==> src/rtl/fsp_pkg.sv <==
// -----------------------------------------------------------------------------
// fsp_pkg
// Shared widths and conversion type codes for the format specifier parser.
// -----------------------------------------------------------------------------
package fsp_pkg;

  localparam int CH_W    = 8;
  localparam int ARG_W   = 32;
  localparam int FW_W    = 31;
  localparam int PREC_W  = 32;
  localparam int CONV_W  = 4;
  localparam int USED_W  = 2;

  localparam logic [FW_W-1:0] SAT_MAX = {FW_W{1'b1}};

  localparam logic [CONV_W-1:0] CONV_NONE = 4'd0;
  localparam logic [CONV_W-1:0] CONV_C    = 4'd1;
  localparam logic [CONV_W-1:0] CONV_S    = 4'd2;
  localparam logic [CONV_W-1:0] CONV_P    = 4'd3;
  localparam logic [CONV_W-1:0] CONV_D    = 4'd4;
  localparam logic [CONV_W-1:0] CONV_I    = 4'd5;
  localparam logic [CONV_W-1:0] CONV_U    = 4'd6;
  localparam logic [CONV_W-1:0] CONV_XL   = 4'd7;
  localparam logic [CONV_W-1:0] CONV_XU   = 4'd8;
  localparam logic [CONV_W-1:0] CONV_PCT  = 4'd9;

  localparam logic [USED_W-1:0] MAX_STARS = 2'd2;

endpackage

==> src/rtl/format_spec_parser_top.sv <==
// -----------------------------------------------------------------------------
// format_spec_parser_top - printf format specifier parser
// Timing: a closing character's result word is valid in the cycle after accept.
// Throughput: one character per cycle while not stalled; one x10 add per word.
// Reset: synchronous; parser returns to idle and the result register empties.
// -----------------------------------------------------------------------------
module format_spec_parser_top
  import fsp_pkg::*;
(
  input  logic                     clk,
  input  logic                     rst,
  input  logic                     item_valid,
  output logic                     item_stall,
  input  logic [CH_W-1:0]          ch,
  input  logic signed [ARG_W-1:0]  next_arg_first,
  input  logic signed [ARG_W-1:0]  next_arg_second,
  output logic                     result_valid,
  input  logic                     result_stall,
  output logic                     left_justify,
  output logic                     zero_pad,
  output logic [FW_W-1:0]          field_width,
  output logic signed [PREC_W-1:0] prec_value,
  output logic [CONV_W-1:0]        conv_type,
  output logic                     term_consumed,
  output logic [USED_W-1:0]        args_used
);

  localparam logic [2:0] PH_IDLE    = 3'd0;
  localparam logic [2:0] PH_FLAGS   = 3'd1;
  localparam logic [2:0] PH_WDIGITS = 3'd2;
  localparam logic [2:0] PH_WSKIP   = 3'd3;
  localparam logic [2:0] PH_PSTART  = 3'd4;
  localparam logic [2:0] PH_PDIGITS = 3'd5;
  localparam logic [2:0] PH_PSKIP   = 3'd6;

  localparam logic [CH_W-1:0] CH_PCT   = 8'h25;
  localparam logic [CH_W-1:0] CH_STAR  = 8'h2A;
  localparam logic [CH_W-1:0] CH_MINUS = 8'h2D;
  localparam logic [CH_W-1:0] CH_DOT   = 8'h2E;
  localparam logic [CH_W-1:0] CH_ZERO  = 8'h30;
  localparam logic [CH_W-1:0] CH_NINE  = 8'h39;

  function automatic logic [FW_W-1:0] acc_digit(input logic [FW_W-1:0] acc,
                                                 input logic [CH_W-1:0] c);
    logic [FW_W+3:0] n;
    n = {1'b0, acc, 3'b000} + {3'b000, acc, 1'b0} + {{(FW_W){1'b0}}, c[3:0]};
    return (n > {4'b0000, SAT_MAX}) ? SAT_MAX : n[FW_W-1:0];
  endfunction

  function automatic logic [CONV_W-1:0] conv_code(input logic [CH_W-1:0] c);
    logic [CONV_W-1:0] t;
    case (c)
      8'h63:   t = CONV_C;
      8'h73:   t = CONV_S;
      8'h70:   t = CONV_P;
      8'h64:   t = CONV_D;
      8'h69:   t = CONV_I;
      8'h75:   t = CONV_U;
      8'h78:   t = CONV_XL;
      8'h58:   t = CONV_XU;
      CH_PCT:  t = CONV_PCT;
      default: t = CONV_NONE;
    endcase
    return t;
  endfunction

  logic [2:0]             phase, phase_next;
  logic                   minus_flag, minus_flag_next;
  logic                   zero_flag, zero_flag_next;
  logic [FW_W-1:0]        width_acc, width_acc_next;
  logic [PREC_W-1:0]      prec_acc, prec_acc_next;
  logic [USED_W-1:0]      stars_taken, stars_taken_next;

  logic                   emit;
  logic                   accept;
  logic                   is_digit;
  logic [ARG_W-1:0]       star_arg;
  logic [ARG_W-1:0]       star_neg;
  logic [FW_W-1:0]        star_width;
  logic [USED_W-1:0]      stars_inc;
  logic [CONV_W-1:0]      conv_code_now;

  assign is_digit      = (ch >= CH_ZERO) && (ch <= CH_NINE);
  assign star_arg      = (stars_taken == '0) ? next_arg_first : next_arg_second;
  assign star_neg      = '0 - star_arg;
  assign star_width    = !star_arg[ARG_W-1] ? star_arg[FW_W-1:0] :
                         (star_neg[ARG_W-1] ? SAT_MAX : star_neg[FW_W-1:0]);
  assign stars_inc     = (stars_taken < MAX_STARS) ? stars_taken + 1'b1 : stars_taken;
  assign conv_code_now = conv_code(ch);

  always_comb begin
    phase_next       = phase;
    minus_flag_next  = minus_flag;
    zero_flag_next   = zero_flag;
    width_acc_next   = width_acc;
    prec_acc_next    = prec_acc;
    stars_taken_next = stars_taken;
    emit             = 1'b0;
    unique case (phase)
      PH_IDLE: begin
        if (ch == CH_PCT) begin
          minus_flag_next  = 1'b0;
          zero_flag_next   = 1'b0;
          width_acc_next   = '0;
          prec_acc_next    = '1;
          stars_taken_next = '0;
          phase_next       = PH_FLAGS;
        end
      end
      PH_FLAGS: begin
        if (ch == CH_MINUS) begin
          minus_flag_next = 1'b1;
        end else if (ch == CH_ZERO) begin
          zero_flag_next = 1'b1;
        end else if (ch == CH_STAR) begin
          if (star_arg[ARG_W-1]) begin
            minus_flag_next = 1'b1;
          end
          width_acc_next   = star_width;
          stars_taken_next = stars_inc;
          phase_next       = PH_WSKIP;
        end else if (is_digit) begin
          width_acc_next = acc_digit('0, ch);
          phase_next     = PH_WDIGITS;
        end else if (ch == CH_DOT) begin
          prec_acc_next = '0;
          phase_next    = PH_PSTART;
        end else begin
          emit = 1'b1;
        end
      end
      PH_WDIGITS: begin
        if (is_digit) begin
          width_acc_next = acc_digit(width_acc, ch);
        end else if (ch == CH_STAR) begin
          phase_next = PH_WSKIP;
        end else if (ch == CH_DOT) begin
          prec_acc_next = '0;
          phase_next    = PH_PSTART;
        end else begin
          emit = 1'b1;
        end
      end
      PH_WSKIP: begin
        if (ch == CH_DOT) begin
          prec_acc_next = '0;
          phase_next    = PH_PSTART;
        end else if (!(is_digit || ch == CH_STAR)) begin
          emit = 1'b1;
        end
      end
      PH_PSTART: begin
        if (ch == CH_STAR) begin
          prec_acc_next    = star_arg;
          stars_taken_next = stars_inc;
          phase_next       = PH_PSKIP;
        end else if (is_digit) begin
          prec_acc_next = {1'b0, acc_digit('0, ch)};
          phase_next    = PH_PDIGITS;
        end else if (ch == CH_DOT) begin
          phase_next = PH_PSKIP;
        end else begin
          emit = 1'b1;
        end
      end
      PH_PDIGITS: begin
        if (is_digit) begin
          prec_acc_next = {1'b0, acc_digit(prec_acc[FW_W-1:0], ch)};
        end else if (ch == CH_STAR || ch == CH_DOT) begin
          phase_next = PH_PSKIP;
        end else begin
          emit = 1'b1;
        end
      end
      default: begin
        if (!(is_digit || ch == CH_STAR || ch == CH_DOT)) begin
          emit = 1'b1;
        end
      end
    endcase
    if (emit) begin
      phase_next = PH_IDLE;
    end
  end

  // hold only words that close a specifier while the result register is blocked
  assign item_stall = result_valid && result_stall && emit;
  assign accept     = item_valid && !item_stall;

  always_ff @(posedge clk) begin
    if (rst) begin
      phase       <= PH_IDLE;
      minus_flag  <= 1'b0;
      zero_flag   <= 1'b0;
      width_acc   <= '0;
      prec_acc    <= '1;
      stars_taken <= '0;
    end else if (accept) begin
      phase       <= phase_next;
      minus_flag  <= minus_flag_next;
      zero_flag   <= zero_flag_next;
      width_acc   <= width_acc_next;
      prec_acc    <= prec_acc_next;
      stars_taken <= stars_taken_next;
    end
  end

  always_ff @(posedge clk) begin
    if (rst) begin
      result_valid <= 1'b0;
    end else if (accept && emit) begin
      result_valid <= 1'b1;
    end else if (!result_stall) begin
      result_valid <= 1'b0;
    end
  end

  always_ff @(posedge clk) begin
    if (accept && emit) begin
      left_justify  <= minus_flag;
      zero_pad      <= zero_flag;
      field_width   <= width_acc;
      prec_value    <= prec_acc;
      conv_type     <= conv_code_now;
      term_consumed <= (conv_code_now != CONV_NONE);
      args_used     <= stars_taken;
    end
  end

endmodule

==> config.mk <==
export PLATFORM = sky130hd
export DESIGN_NAME = format_spec_parser_top
export DESIGN_NICKNAME = d
export VERILOG_FILES = /design/src/rtl/fsp_pkg.sv /design/src/rtl/format_spec_parser_top.sv
export SDC_FILE = /design/constraint.sdc
export NUM_CORES = 1
export LEC_CHECK = 0
export BUFFER_PORTS_ARGS = -buffer_cell sky130_fd_sc_hd__buf_2
export CORE_ASPECT_RATIO = 0.7
export CORE_MARGIN = 1.5
export CORE_UTILIZATION = 30
export DETAILED_ROUTE_END_ITERATION = 16
export GPL_TIMING_DRIVEN = 0
export HOLD_SLACK_MARGIN = 0.15
export PLACE_DENSITY = 0.47
export SYNTH_ARGS = -nofsm -noshare
export SYNTH_HDL_FRONTEND = slang
export SYNTH_SLANG_ARGS = --single-unit
==> constraint.sdc <==
create_clock -name clk -period 8.45 [get_ports clk]
set_input_delay 0.845 -clock clk [delete_from_list [all_inputs] [get_ports clk]]
set_output_delay 0.845 -clock clk [all_outputs]
set_load 0.02 [all_outputs]
== After elaboration in Yosys (flattened, before gate mapping) ==
Cells that the tools add are included.

* Register bits after elaboration: 143
* Input bits: 76
* Output and inout bits: 74

* Add/sub/neg operators: 6
* $lt $le $gt $ge: 6
* Equality and inequality tests: 41
* Muxes and demuxes: 71
* Reduce and logical (&&, ||, !) cells: 23

{| class="wikitable"
|+ Operators with widths
! cell !! number
|-
| $mux W32 || 12
|-
| $mux W31 || 11
|-
| $pmux W32 S6 || 1
|-
| $pmux W31 S3 || 1
|-
| $add A34 B32 Y35 || 2
|-
| $add A35 B4 Y35 || 2
|-
| $gt A35 B31 Y1 const B || 2
|-
| $eq A8 B7 Y1 const B || 8
|-
| $mux W3 || 14
|-
| $eq A8 B6 Y1 const B || 5
|-
| $pmux W4 S9 || 1
|-
| $ne A3 B3 Y1 const B || 11
|-
| $sub A1 B32 Y32 const A || 1
|-
| $gt A4 B31 Y1 const B || 1
|-
| $mux W1 || 21
|-
| $ne A2 B2 Y1 const B || 10
|-
| $pmux W3 S6 || 1
|-
| $reduce_and A11 Y1 || 1
|-
| $mux W2 || 5
|-
| $reduce_and A5 Y1 || 2
|-
| $reduce_and A9 Y1 || 1
|-
| $ge A8 B6 Y1 const B || 1
|-
| $le A8 B6 Y1 const B || 1
|-
| $reduce_and A7 Y1 || 1
|-
| other kinds (21) || 31
|}

== Longest topological paths before layout ==
Gate-level depths: netlist of run 1.

* Word-level depth: 12
* Gate-level depth with buffers: 15
* Depth with buffers taken out: 13

== Worst setup path after synthesis of run 1 ==
No wires, ideal clock.

* Kind: input -> register
* Start: input port ch[3]
* End: register phase[2]
* Arrival: 6,761 ps
* Data required time: 8,380 ps
* Slack: 1,619 ps
* Stages on the path: 10
* Path buffers: 1
* Cell sequence: buf_2 -> o21ai_0 -> nand2_1 -> o31ai_1 -> a21oi_2 -> nand2_1 -> a21oi_1 -> o22ai_1 -> or4_1 -> a21oi_1

* Word-level cells in the longest chain between the ends: 11
* Elaborated cells on any way between the ends: 47
* Classes of those cells: order compare (2); eq/ne (12); mux (24); reduce/logical (9)

{| class="wikitable"
|+ RTL lines
! what !! RTL line !! RTL
|-
| start: declaration || format_spec_parser_top.sv:14 || <nowiki>input logic [CH_W-1:0] ch,</nowiki>
|-
| parallel branches: the longest is 11 deep, another holds $ge A8 B6 Y1 || n/a ||
|-
| end signal: assignment || format_spec_parser_top.sv:199 || <nowiki>phase <= phase_next;</nowiki>
|-
| end: declaration || format_spec_parser_top.sv:67 || <nowiki>logic [2:0] phase, phase_next;</nowiki>
|}

Parallel ways; which one is timed is not known. The select of a mux whose other input is x is not followed.
A chain may end at the register's enable or synchronous reset.

== Final worst setup path of run 1 ==
* Start: input port ch[3]
* End: register width_acc[27]

* Word-level cells in the longest chain between the ends: 11
* Elaborated cells on any way between the ends: 44
* Classes of those cells: add/sub (1); order compare (4); eq/ne (10); mux (21); reduce/logical (8)

{| class="wikitable"
|+ RTL lines
! what !! RTL line !! RTL
|-
| parallel branches: the longest is 11 deep, another holds $add A35 B4 Y35 || n/a ||
|-
| end signal: assignment || format_spec_parser_top.sv:202 || <nowiki>width_acc <= width_acc_next;</nowiki>
|-
| end: declaration || format_spec_parser_top.sv:70 || <nowiki>logic [FW_W-1:0] width_acc, width_acc_next;</nowiki>
|}

Parallel ways; which one is timed is not known. The select of a mux whose other input is x is not followed.

==> results of run 1 <==
==> cell families after synthesis <==
group	after synthesis	share of synthesized area, %
flip-flops	143	29.34
multiplexers	38	3.278
AND/OR/NAND/NOR	484	19.21
AO/OA/AOI/OAI	496	26.82
buffers and inverters	108	3.832
XOR/XNOR	58	4.159
adder cells (fa/ha/maj)	128	13.36
==> per-layer routing <==
metal,global-route usage (%),part of all wire [%],up-vias,wire [µm]
met5,0,0,-,0
met4,7.729,2.5,0,1176
met3,3.557,5.7,46,2673
met2,30.90,39,410,18210
met1,33.94,53,5862,24560
li1,-,-,5854,-
==> critical path, cell delays in order <==
cell and delay (ps):
buf_2 130, inv_1 150, fa_1 620, inv_1 60, ha_1 300, a211oi_1 380, o211ai_1 180, a41oi_1 410
o21ai_0 360, a21oi_1 290, mux2i_1 200, o311ai_1 340, clkbuf_1 410, o31ai_1 380, nand3_1 100
==> through the flow <==
stage,setup WS (ps),power (µW),util (%),instances,area (µm²)
2_1_floorplan,1619,1121,-,1455,12210
3_3_place_gp,-1743,1296,34.14,2139,13630
3_5_place_dp,3273,1293,34.27,2141,13680
4_1_cts,3751,2118,35.86,2173,14310
5_1_grt,3408,2203,35.86,2173,14310
6_report,3626,2106,35.86,2173,14310
==> flip-flops by register name, indices dropped and copies added, names as in the netlist <==
signal and count:
left_justify 1, minus_flag 1, result_valid 1, zero_flag 1, prec_value 32, term_consumed 1
stars_taken 2, prec_acc 32, phase 3, width_acc 31, field_width 31, conv_type 4
args_used 2, zero_pad 1
==> worst max path at each step <==
stage	end	slack, ps	depth (start not counted)
after global routing	width_acc[27]$_SDFFE_PP0P_	3410	15
after CTS	width_acc[27]$_SDFFE_PP0P_	3750	15
final	width_acc[27]$_SDFFE_PP0P_	3630	15
after floorplan	phase[2]$_SDFFE_PP0P_	1620	10
after global placement	phase[2]$_SDFFE_PP0P_	-1740	11
after detailed placement	width_acc[27]$_SDFFE_PP0P_	3270	15
==> layout by cell type (no fill, tap or decap), types with 21 or more instances in the layout <==
master     synthesis  layout
nor2_1           210     210
buf_2             13     162
a21oi_1          160     159
ha_1             124     124
nand2_1           90      90
edfxtp_1          72      72
dfxtp_1           71      71
o21ai_0           67      67
clkbuf_1          56      57
nor3_1            43      43
a31oi_1           34      34
xnor2_1           32      32
inv_1             31      31
xor2_1            26      26
a211oi_1          24      24
a21o_1            23      23
o31ai_1           22      22
mux2i_1           22      22
clkbuf_16          0      21
==> Yosys cell counts, drive strengths merged (8+ instances only) <==
cell,n
a211oi,27
a21o,23
a21oi,179
a22oi,13
a31oi,34
and2,11
buf,21
clkbuf,56
dfxtp,71
edfxtp,72
ha,124
inv,31
mux2,16
mux2i,22
nand2,91
nand2b,11
nand3,19
nand4,15
nor2,211
nor2b,12
nor3,45
nor3b,12
nor4,12
nor4b,12
o211ai,19
o21ai,74
o21bai,17
o31ai,22
or3,8
xnor2,32
xor2,26
==> layout make-up <==
type / instances / area (µm²) / area share (%)
buffer: 77 / 351.6 / 2.457
sequential: 143 / 3583 / 25.04
clock inverter: 9 / 90.09 / 0.6294
clock buffer: 23 / 543.0 / 3.794
multi-input combinational: 1204 / 8173 / 57.10
timing repair buffer: 151 / 785.8 / 5.490
tap: 535 / 669.4 / 4.677
inverter: 31 / 116.4 / 0.8130
==> power breakdown <==
part           internal (µW)  switching (µW)  total (µW)
Combinational            183             340         523
Clock                    485             334         819
Sequential               749            15.1         764
Total                   1420             689        2110
==> reports/metrics.csv, run 1 <==
metric,value,unit
Final Max Slew Viols,0,
via count,12172,
critical path class,input pin to flop,
Sum Neg Setup Slack,0,ps
Die ar.,0.04195,mm²
register bit total from synthesis,143,
max-cap violation count,0,
Setup-failing EPs final,0,
post-synthesis sequential area ratio,29.34,%
RSZ-0062 raised after global routing,false,
CTS tree,built,
Leak Pwr,0.006059,µW
initial antenna violation count,0,
Max Clock Skew,8.382,ps
Power Dens Cells,147.2,mW/mm²
clock sink count,143,
HP Start,zero_flag$_SDFFE_PP0P_,
layout cells sized above 1,16.48,%
Hold Crit Endpoint,zero_pad$_DFFE_PP_,
hold-fix buffers at CTS,0,
CTS buffer count,17,
post-route ant nets,0,
Fillers,4161,
top cell type's share of synthesized area,17.70,%
Worst Hold Path Cells,0,
drt total wl,46620,µm
postcts setup bufs,0,
Max VDD drop,0.1597,mV
Row Count,61,
Root Buffer,clkbuf_16,
period utilization,57.08,%
number of hold violations in the final report,0,
P&R area growth vs syn,17.19,%
DRC Markers,0,
FF-to-FF path depth,14,
"Clk Latency, worst-skew pair",460,ps
clock-pin slew on the worst setup and hold paths,60,ps
H-tree lvl count,4,
DR WL/cell,21.45,µm
Cells after Synth,1455,
total grt overflow,0,
worst-path fanout max,10,
RePlAce Congestion,0.9548,
Yosys cell types,93,
gr usage total,22.22,%
top post-synthesis cells by area,"edfxtp_1 18%, ha_1 13%, dfxtp_1 12%, a21oi_1 6.6%, nor2_1 6.5%",
outcome,finished clean,
Tmin final,4824,ps
Critical Path RT,8780,ps
CTS resizes,0,
Synth Cell Area,0.01221,mm²
Highest Clock Rate,0.2073,GHz
Vert. Die Dim,171.8,µm
vias in the first global route,11347,
Post-synth ARST share,0,%
routed vias/inst,5.601,
crit path from,ch[3],
CTS Buffer Depth,2,
worst-margin pin slew,1156,ps
Ant. Diodes,0,
R2R Path Start,width_acc[0]$_SDFFE_PP0P_,
pin count of the biggest net entering global routing,29,
final hold slack,452.1,ps
syn_nets,1659,
Port Buffers,149,
Core Area,0.03992,mm²
nets@finish,1829,
worst r2r dst,width_acc[27]$_SDFFE_PP0P_,
Max-slew headroom,21.74,%
drt initial violations,1144,
CP Launch Type,input pin,
post-synth top area cell,edfxtp_1,
post-DP HPWL,37910,µm
crit path capture type,flop,
Hold WC Path Type,flop to flop,
Synth Area per Inst,8.394,µm²
top_reg_cell synth,edfxtp_1,
Post-synth EDFFs,72,
crit path DAT,5150,ps
first-pass GRT wire length,69710,µm
R2R setup slack,3840,ps
DRT Pass-1 Iters,5,
io pins,150,
synth warn,0,
Starting Density,30.60,%
Die Wd,244.2,µm
Power figures use the tool's default switching activity.
==> run 2: changes to the inputs <==
- PLACE_DENSITY: 0.47 -> 0.48
- clock period: 8.45 -> 4.15 ns (I/O delays scaled with it)
==> reports/metrics.csv, run 2 (synthesized netlist as in run 1, its figures left out) <==
metric,value,unit
Max Clock Skew,15.07,ps
max-cap violation count,0,
outcome,finished clean,
R2R Path Start,prec_acc[0]$_SDFFE_PP1P_,
DR WL/cell,21.40,µm
clock sink count,143,
"slowest stage cell, crit path",a2111o_1,
"Clk Latency, worst-skew pair",460,ps
Highest Clock Rate,0.2498,GHz
Tmin final,4004,ps
Root Buffer,clkbuf_16,
Port Buffers,149,
Core Area,0.03992,mm²
R2R setup slack,150,ps
HP Start,result_stall,
nets@finish,1832,
post-route ant nets,0,
Setup-failing EPs final,0,
clock-pin slew on the worst setup and hold paths,70,ps
period utilization,96.47,%
Row Count,61,
family with the most delay on the worst path,compound AO/OA/AOI/OAI gates,
CP Launch Type,flop,
routed vias/inst,5.645,
initial antenna violation count,0,
worst stage delay on the critical path,540,ps
total power,4382,µW
hold-fix buffers at CTS,0,
Worst Hold Path Cells,3,
pin count of the biggest net entering global routing,28,
Setup WS post-layout,146.5,ps
layout cells sized above 1,17.92,%
Max-slew headroom,21.38,%
P&R area growth vs syn,18.76,%
Power Dens Cells,302.1,mW/mm²
drt total wl,46590,µm
critical path class,flop to flop,
DRT Pass-1 Iters,5,
Die ar.,0.04195,mm²
Starting Density,30.60,%
CTS buffer count,17,
"commonest cells after routing, fill and taps aside","210 x nor2_1, 161 x buf_2, 158 x a21oi_1, 123 x ha_1, 90 x nand2_1",
worst r2r dst,prec_acc[15]$_SDFFE_PP1P_,
post-DP HPWL,37850,µm
crit path DAT,4390,ps
CTS tree,built,
Leak Pwr,0.006149,µW
total grt overflow,0,
biggest regs,"prec_acc x32, prec_value x32",
crit path capture type,flop,
via count,12290,
vias in the first global route,11215,
worst-path fanout max,10,
Critical Path RT,4540,ps
Hold WC Path Type,input pin to flop,
number of hold violations in the final report,0,
io pins,150,
first-pass GRT wire length,69080,µm
"Core Util, Final",36.34,%
DRC Markers,0,
gr usage total,21.98,%
CP cell instances,inv_1 -> fa_1 -> fa_1 -> nor2b_1 -> o2111ai_1 -> a2111o_1 -> a211o_1 -> and3_1 -> o21ai_1 -> o21ai_4 -> and3_1 -> buf_4 -> buf_8 -> a21oi_1,
RePlAce Congestion,0.9394,
Vert. Die Dim,171.8,µm
Final Max Slew Viols,0,
Hold Crit Endpoint,result_valid$_SDFFE_PP0P_,
FF-to-FF path depth,14,
Die Wd,244.2,µm
drt initial violations,994,
"most common cell after layout, fill and taps aside",nor2_1,
"Buf+Inv Stages, Crit Path",3,
H-tree lvl count,4,
Fillers,4146,
pre-CTS WS,-578.9,ps
Max VDD drop,0.2881,mV
worst-margin pin slew,1170,ps
CTS Buffer Depth,2,
-- run 2: what timing repair did --
item / CTS / global route
gates resized for setup: 11 / 23
buffers inserted: 0 / 2
endpoints found under the setup margin: 51 / 51
pin swaps: 0 / 6
-- run 2: worst max-delay path by stage --
stage / slack, ps / from / to / cells after the start
floorplan: 510 / ch[3] / phase[2]$_SDFFE_PP0P_ / 10
finish: 150 / prec_acc[0]$_SDFFE_PP1P_ / prec_acc[15]$_SDFFE_PP1P_ / 14
CTS: 4 / stars_taken[0]$_SDFFE_PP0P_ / width_acc[20]$_SDFFE_PP0P_ / 14
detailed placement: -580 / ch[3] / width_acc[27]$_SDFFE_PP0P_ / 15
global placement: -1060 / ch[3] / phase[2]$_SDFFE_PP0P_ / 11
global route: -7 / width_acc[0]$_SDFFE_PP0P_ / width_acc[9]$_SDFFE_PP0P_ / 14
-- run 2: per-stage QoR --
stage          std cells  setup TNS [ps]  instance area (µm²)  hold slack, ps
3_3_place_gp        2139          -20570                13640           433.5
4_1_cts             2174               0                14410           267.2
2_1_floorplan       1455               0                12220           400.5
3_5_place_dp        2142          -18190                13700           422.4
5_1_grt             2176          -6.868                14500           286.3
6_report            2177               0                14500           293.0
-- run 2: final cells by class --
class                   count  area, µm²  area share [%]
plain buffers              77      362.8           2.502
well taps                 535      669.4           4.615
inverters                  31      116.4          0.8023
diodes                      1      2.502         0.01725
multi-input cells        1204       8277           57.07
repair buffers            154      820.8           5.659
clock inverters             6      85.08          0.5866
clock buffers              26      583.1           4.020
flip-flops and latches    143       3587           24.73
-- run 2: power by group --
part           switching (µW)  internal (µW)
sequential               32.3           1520
clock                     659           1090
combinational             698            378
total                    1390           2990
-- run 2: worst reg2reg max path, stage by stage (launching register included) --
cell and delay [ps]:
dfxtp_2 390, inv_1 80, fa_1 510, fa_1 480, nor2b_1 190, o2111ai_1 230, a2111o_1 540, a211o_1 360
and3_1 180, o21ai_1 240, o21ai_4 120, and3_1 170, buf_4 170, buf_8 160, a21oi_1 130
-- run 2: metal layers --
metal	track usage (%)	wire [µm]	vias up
met5	0	0	-
met4	7.488	1222	0
met3	4.182	3269	56
met2	30.19	18320	436
met1	33.51	23780	5943
li1	-	-	5855
